[config.mk]
export PLATFORM = sky130hd
export DESIGN_NAME = mcw_div
export DESIGN_NICKNAME = d
export VERILOG_FILES = /design/src/mcw_pkg.sv /design/src/mcw_div.sv
export SDC_FILE = /design/constraint.sdc
export NUM_CORES = 1
export LEC_CHECK = 0
export BUFFER_PORTS_ARGS = -buffer_cell sky130_fd_sc_hd__buf_2
export CELL_PAD_IN_SITES_DETAIL_PLACEMENT = 2
export CELL_PAD_IN_SITES_GLOBAL_PLACEMENT = 2
export CORE_MARGIN = 3
export CORE_UTILIZATION = 36
export DETAILED_ROUTE_END_ITERATION = 10
export PLACE_DENSITY_LB_ADDON = 0.1
export SYNTH_ARGS = -nofsm -noshare
export SYNTH_HDL_FRONTEND = slang
export SYNTH_SLANG_ARGS = --single-unit
[constraint.sdc]
create_clock -name clk -period 3.6 [get_ports clk]
set_clock_uncertainty 0.05 [all_clocks]
set_input_delay 0.54 -clock clk [delete_from_list [all_inputs] [get_ports clk]]
set_output_delay 0.54 -clock clk [all_outputs]
set_load 0.02 [all_outputs]
[src/mcw_pkg.sv]
// Shared types and constants for the multilinear corner weight generator.
package mcw_pkg;

  localparam int unsigned NumAxes    = 6;
  localparam int unsigned NumPoints  = 64;
  localparam int unsigned ValueBits  = 48;
  localparam int unsigned FracBits   = 24;
  localparam int unsigned WeightBits = FracBits + 1;
  localparam int unsigned IdxBits    = 6;
  localparam int unsigned AxisBits   = 3;
  localparam int unsigned AddrBits   = AxisBits + IdxBits;
  localparam int unsigned DiffBits   = ValueBits + 1;
  localparam int unsigned LenBits    = 7;

  localparam logic [WeightBits-1:0] OneFx = WeightBits'(1) << FracBits;

  localparam logic OpLoad  = 1'b0;
  localparam logic OpQuery = 1'b1;

  localparam logic [2:0] CfgAxisCount = 3'd0;

  typedef enum logic [3:0] {
    ST_IDLE,
    ST_AX_START,
    ST_SCAN,
    ST_CMP,
    ST_FRAC,
    ST_DIV,
    ST_STORE,
    ST_AX_NEXT,
    ST_W_INIT,
    ST_W_MUL,
    ST_W_OUT
  } state_t;

  typedef struct packed {
    logic                start;
    logic [DiffBits-1:0] num;
    logic [DiffBits-1:0] den;
  } div_req_t;

  typedef struct packed {
    logic                done;
    logic [FracBits-1:0] quot;
  } div_rsp_t;

endpackage

[src/mcw_div.sv]
// Restoring fraction divider producing one quotient bit per cycle.
module mcw_div (
  input  logic              clk,
  input  logic              rst,
  input  mcw_pkg::div_req_t req,
  output mcw_pkg::div_rsp_t rsp
);

  logic [mcw_pkg::DiffBits:0]   rem;
  logic [mcw_pkg::DiffBits-1:0] den;
  logic [mcw_pkg::FracBits-1:0] quot;
  logic [4:0]                   count;
  logic                         busy;
  logic                         done;
  logic [mcw_pkg::DiffBits:0]   shifted;
  logic                         fits;

  always_comb begin
    shifted = {rem[mcw_pkg::DiffBits-1:0], 1'b0};
    fits    = shifted >= {1'b0, den};
  end

  always_ff @(posedge clk) begin
    if (rst) begin
      busy  <= 1'b0;
      done  <= 1'b0;
      count <= '0;
    end else begin
      done <= 1'b0;
      if (req.start) begin
        busy  <= 1'b1;
        count <= '0;
      end else if (busy) begin
        count <= count + 5'd1;
        if (count == 5'(mcw_pkg::FracBits - 1)) begin
          busy <= 1'b0;
          done <= 1'b1;
        end
      end
    end
  end

  always_ff @(posedge clk) begin
    if (req.start) begin
      rem  <= {1'b0, req.num};
      den  <= req.den;
      quot <= '0;
    end else if (busy) begin
      rem  <= fits ? shifted - {1'b0, den} : shifted;
      quot <= {quot[mcw_pkg::FracBits-2:0], fits};
    end
  end

  assign rsp.done = done;
  assign rsp.quot = quot;

  assert property (@(posedge clk) disable iff (rst) req.start |-> !busy)
    else $error("divider started while busy");
  assert property (@(posedge clk) disable iff (rst) done |-> !busy)
    else $error("divider done while still busy");
  assert property (@(posedge clk) disable iff (rst) busy |-> count < 5'(mcw_pkg::FracBits))
    else $error("divider step count out of range");

endmodule

==> results of run 1 <==
## per-stage QoR
stage | power, µW | TNS, ns | area (µm²)
after global routing | 7430 | -0.0640 | 9960
after floorplan | 4140 | 0 | 8230
after CTS | 6850 | 0 | 9770
after detailed placement | 4980 | 0 | 9160
after global placement | 4860 | 0 | 9160
final | 6980 | 0 | 9960
## worst max-delay path: stages, from the launching register on
cell	delay, ns
edfxtp_1	0.42
inv_1	0.10
fa_1	0.47
nand2b_1	0.20
a21oi_2	0.22
o2111ai_2	0.19
nand3_2	0.17
a2111oi_4	0.09
nor2_4	0.20
a31oi_4	0.12
o211ai_4	0.31
buf_4	0.18
clkbuf_16	0.17
mux2i_1	0.20
a21oi_1	0.08
## power groups by stage
| stage | combinational, µW | sequential [µW] | clock, µW |
|---|---|---|---|
| finish | 3170 | 2010 | 1800 |
| global route | 3500 | 2030 | 1890 |
| CTS | 3010 | 2010 | 1830 |
| detailed placement | 2950 | 2030 | 0 |
| global placement | 2840 | 2020 | 0 |
| floorplan | 2150 | 1990 | 0 |
## final cells by class
cell class / count / area [µm²]
fill: 2346 / 12200
timing repair buffer: 151 / 908
inverter: 74 / 278
multi-input combinational: 604 / 4260
tap: 280 / 350
sequential: 129 / 3560
clock inverter: 14 / 151
antenna: 1 / 2.50
clock buffer: 18 / 450
## logic make-up after synthesis
group / after synthesis
XOR/XNOR: 48
flip-flops: 129
buffers and inverters: 125
AO/OA/AOI/OAI: 211
adder cells (fa/ha/maj): 51
AND/OR/NAND/NOR: 241
multiplexers: 53
## state kept, by name, indices dropped and copies added (netlist names)
register,count
den,49
rem,49
quot,24
count,5
busy,1
done,1
## worst paths after layout
kind	slack, ns	end	start
min reg2reg	0.45	done	count[4]
max reg2reg	0.17	rem[25]	rem[0]
min	0.23	den[6]	req[6]
max	0.17	rem[25]	rem[0]
## synth_stat cells, drive strengths merged, types with 3 or more instances
| cell | n | area, µm² |
|---|---|---|
| a211oi | 9 | 67.6 |
| a21boi | 3 | 22.5 |
| a21o | 26 | 195 |
| a21oi | 76 | 395 |
| a221o | 7 | 70.1 |
| a31oi | 6 | 52.6 |
| a41oi | 3 | 26.3 |
| and3 | 5 | 31.3 |
| buf | 23 | 143 |
| clkbuf | 28 | 105 |
| dfxtp | 31 | 621 |
| edfxtp | 98 | 2940 |
| ha | 50 | 626 |
| inv | 73 | 274 |
| mux2i | 53 | 531 |
| nand2 | 68 | 255 |
| nand2b | 5 | 31.3 |
| nand3 | 20 | 105 |
| nand4 | 16 | 106 |
| nor2 | 90 | 345 |
| nor3 | 12 | 70.1 |
| nor3b | 7 | 52.6 |
| nor4 | 5 | 31.3 |
| o211ai | 3 | 36.3 |
| o21a | 3 | 22.5 |
| o21ai | 37 | 185 |
| o21bai | 10 | 75.1 |
| o311ai | 11 | 104 |
| o31ai | 4 | 30.0 |
| or2 | 5 | 31.3 |
| xnor2 | 27 | 236 |
| xor2 | 21 | 184 |
## per-layer routing
layer	up-vias	track usage	part of all wire
met2	139	0.368	0.49
li1	3315	-	-
met5	-	0	0.0010
met1	3464	0.275	0.45
met4	4	0.0587	0.015
met3	33	0.0415	0.037
## what timing repair did
action / 4_1_cts / 5_1_grt
buffers inserted: 0 / 4
setup endpoints to repair: 1 / 41
cloned: 0 / 2
endpoints found under the hold margin: 0 / 0
pin swaps: 0 / 5
resized for setup: 1 / 26
==> impl_metrics.py, run 1 <==
metrics = {
    "logic_synthesis": {
        "synthArstFlopShare": 0,
        "ys_seq_area_frac": 0.433,
        "synth_xor_xnor_area_share": 0.0511,
        "synth_fp_nets": 1010,
        "yosys.area_share.simple": 0.136,
        "synthesis.area_um2": 8230,
        "synthCells": 858,
        "synth_edf_count": 98,
        "synth_area_per_cell_um2": 9.59,
        "synth-compound-area-share": 0.173,
        "muxShareOfSynthArea": 0.0645,
        "yosys_register_bits": 129,
        "synth_fa_ha_area_frac": 0.0785,
        "synth_top_family_by_area": "compound AO/OA/AOI/OAI gates",
        "yosysWarnings": 0,
        "yosysUniqueCellTypes": 65,
        "ys.flop_type": "edfxtp_1",
    },
    "layout": {
        "nNetsFinal": 1129,
        "layout-drive-gt1-share": 0.227,
        "area_growth_pct": 21.1,
        "final_cell_mix": "buf_2, edfxtp_1, nor2_1",
        "final_util": 0.450,
        "final_common_cell": "buf_2",
        "finalNonFillerCells": 1271,
    },
    "power_and_ir_drop": {
        "p_seq_frac": 0.288,
        "powerDensity_nw_per_um2": 700,
        "clkPwrFrac": 0.257,
        "switching_share": 0.404,
        "combPwrFrac": 0.455,
        "p_int_uw": 4160,
        "p_leak_uw": 0.00441,
        "peakVddDrop_uv": 362,
        "switching_power_uw": 2820,
    },
    "critical_path": {
        "critPathKind": "flip-flop to flip-flop",
        "cp_data_required_time_ns": 3.72,
        "cp-start-kind": "flip-flop",
        "worstPathArrival_ns": 3.55,
        "cp-end-kind": "flip-flop",
        "crit_fanout": 15,
        "reg2reg_depth": 14,
    },
    "sta": {
        "finalCritPeriodShare": 0.953,
        "fmax_mhz": 292,
        "setup_violations": 0,
        "hold_ws_ns": 0.227,
        "report.final.slew_viol_count": 0,
        "finalWorstPathRequiredPeriod_ns": 3.43,
        "hold_violations": 0,
        "relSlewSlack": 0.527,
        "worst_pin_slew_ns": 0.710,
        "fin_ws_ns": 0.169,
    },
    "outcome": {
        "status": "complete, no violations",
    },
    "detailed_routing": {
        "drc": 0,
        "dr.pass1.iters": 4,
        "drtIter0Drc": 366,
        "drtAntennaViolNets": 0,
        "via_count": 6955,
        "routed_wl_um": 26300,
        "routed_via_density": 5.47,
        "wl_per_cell_um": 20.7,
    },
    "global_routing": {
        "grt.total_usage": 0.214,
        "grt-ovfl-total": 0,
        "grt_pass1_wl_um": 41900,
        "grt_max_degree": 72,
        "grt_pass1_vias": 7793,
        "antenna_found_initial": 3,
    },
    "floorplan": {
        "io_pins": 126,
        "coreArea_um2": 22200,
        "initial_core_util": 0.371,
        "std_cell_rows": 54,
        "die_w_um": 157,
        "die-area_um2": 24700,
        "die_h_um": 157,
    },
    "placed_design": {
        "placed_cells_incl_taps": 1232,
        "portBuffers": 125,
        "gp_congestion": 0.872,
        "hpwl_um": 19000,
        "dp_slack_ns": 0.0925,
    },
    "min_path": {
        "hold_path_class": "primary input to flip-flop",
        "holdPathStages": 1,
    },
    "clock_tree": {
        "clock_latency_ns": 0.43,
        "clockRootBuffer": "clkbuf_16",
        "cts_buffer_depth": 2,
        "cts_buffers": 17,
        "h-tree-depth": 4,
        "cts_sinks": 129,
        "cts_tree": "built",
        "clk_pin_slew_ns": 0.08,
        "hold_buffers": 0,
    },
    "flow_run": {
        "drv_cap": 0,
    },
}
Note: power is estimated with default switching activity, not from simulation.
==> run 2, diff against run 1 <==
Settings changed: MAX_ROUTING_LAYER set to met4.
==> run 2 against run 1 <==
Clock power is 3% lower. Non-clock buffer count fell by 8. Critical path type unchanged. Combinational power decreased by 4%. Highest routed layer is now met4. Total power is 2.8% lower. Via count down 0.17%.
==> impl_metrics.py, run 2 (synthesis gave the netlist of run 1 again) <==
metrics = {
    "clock_tree": {
        "clockRootBuffer": "clkbuf_16",
        "cts_tree": "built",
        "cts_buffers": 17,
        "postCtsSetupBuffers": 0,
        "h-tree-depth": 4,
        "cts_sinks": 129,
        "clk_pin_slew_ns": 0.07,
        "cts_buffer_depth": 2,
        "clock_latency_ns": 0.43,
        "hold_buffers": 0,
    },
    "power_and_ir_drop": {
        "p_leak_uw": 0.00436,
        "switching_power_uw": 2710,
        "powerDensity_nw_per_um2": 693,
        "p_seq_frac": 0.296,
        "switching_share": 0.399,
        "power_uw": 6780,
        "peakVddDrop_uv": 327,
        "clkPwrFrac": 0.257,
        "p_int_uw": 4070,
        "combPwrFrac": 0.447,
    },
    "global_routing": {
        "antenna_found_initial": 3,
        "grt_pass1_vias": 7823,
        "grt_pass1_wl_um": 41800,
        "grt-ovfl-total": 0,
        "grt.total_usage": 0.220,
        "grt_max_degree": 106,
    },
    "sta": {
        "fmax_mhz": 292,
        "hold_violations": 0,
        "setup_violations": 0,
        "finalCritPeriodShare": 0.950,
        "fin_ws_ns": 0.179,
        "relSlewSlack": 0.491,
        "timing.setup.tns_ns": 0,
        "finalWorstPathRequiredPeriod_ns": 3.42,
        "rsz0062_at_grt": "yes",
        "report.final.slew_viol_count": 0,
        "worst_pin_slew_ns": 0.759,
    },
    "floorplan": {
        "coreArea_um2": 22200,
        "die_h_um": 157,
        "std_cell_rows": 54,
        "initial_core_util": 0.371,
        "die-area_um2": 24700,
        "die_w_um": 157,
        "io_pins": 126,
    },
    "layout": {
        "area_growth_pct": 19.0,
        "nNetsFinal": 1121,
        "final_util": 0.442,
        "layout-drive-gt1-share": 0.212,
        "final_common_cell": "buf_2",
        "reg_top3": "den (49), rem (49), quot (24)",
        "fin_area_um2": 9790,
        "seq_area_um2": 3560,
        "final_cell_mix": "buf_2, edfxtp_1, nor2_1",
        "multiInputGateArea_um2": 4200,
        "nFillCells": 2426,
    },
    "critical_path": {
        "crit_fanout": 5,
        "cp-start-kind": "flip-flop",
        "cp_data_required_time_ns": 3.74,
        "critPathKind": "flip-flop to flip-flop",
        "cp-end-kind": "flip-flop",
        "worstPathArrival_ns": 3.56,
    },
    "detailed_routing": {
        "drtIter0Drc": 361,
        "routed_via_density": 5.49,
        "drc": 0,
        "via_count": 6943,
        "wl_per_cell_um": 20.6,
        "dr.pass1.iters": 4,
        "drtAntennaViolNets": 0,
        "routed_wl_um": 26000,
    },
    "placed_design": {
        "portBuffers": 125,
        "dpl_cell_area_um2": 9140,
        "dp_slack_ns": 0.0698,
        "gp_congestion": 0.874,
        "hpwl_um": 19500,
    },
    "flow_run": {
        "drv_cap": 0,
    },
    "min_path": {
        "hold_path_class": "primary input to flip-flop",
    },
    "outcome": {
        "status": "complete, no violations",
    },
}
==> run 2: cell count changes in the layout (fill, tap and decap cells not counted), sizes merged <==
cell	change
clkbuf	-1
buf	-6
inv	-2
clkinv	+2
diode	+2
clkinvlp	-1
==> run 2: path summary, 6_finish.rpt <==
path | from | endpoint | slack [ns] | cells after the start
worst min register to register | quot[23] | quot[23] | 0.46 | 2
worst min-delay path | req[37] | den[37] | 0.22 | 1
worst max-delay path | rem[4] | rem[48] | 0.18 | 11
worst max register to register | rem[4] | rem[48] | 0.18 | 11
==> run 2: power by group through the flow <==
stage	Sequential, µW	Clock [µW]	Combinational [µW]
after floorplan	1990	0	2150
after global placement	2020	0	2850
after detailed placement	2040	0	2950
after CTS	2010	1780	2990
after global routing	2030	1840	3350
final	2010	1740	3030
==> run 2: metrics by stage <==
stage               cells  hold WS (ns)
global route         1265         0.210
finish               1265         0.225
CTS                  1262         0.208
detailed placement   1230         0.446
global placement     1230         0.427
floorplan             858         0.417
==> run 2: layout make-up <==
type,count,share of cell area
clock buffers,19,0.0474
clock inverters,13,0.0115
flip-flops and latches,129,0.364
well taps,280,0.0358
diodes,3,0.000767
inverters,74,0.0284
repair buffers,143,0.0831
multi-input cells,604,0.429
==> run 2: layer usage <==
metal | up-vias | global-route usage | part of all wire
met5 | - | - | 0
met4 | 0 | 0.0525 | 0.013
met3 | 31 | 0.0418 | 0.038
met2 | 148 | 0.378 | 0.51
met1 | 3464 | 0.269 | 0.44
li1 | 3300 | - | -
==> run 2: worst max-delay path: stages (launching register included) <==
cell	delay, ns
edfxtp_1	0.41
ha_1	0.40
a21oi_1	0.20
nand2_1	0.12
o2111ai_2	0.31
nand3_2	0.19
a2111oi_4	0.40
nor2_4	0.10
a31oi_4	0.27
o211ai_4	0.14
and2_1	0.27
a221o_1	0.32
==> run 2: repair_timing <==
item / 4_1_cts / 5_1_grt
endpoints found under the hold margin: 0 / 0
gates resized for setup: 0 / 17
setup endpoints to repair: 0 / 47
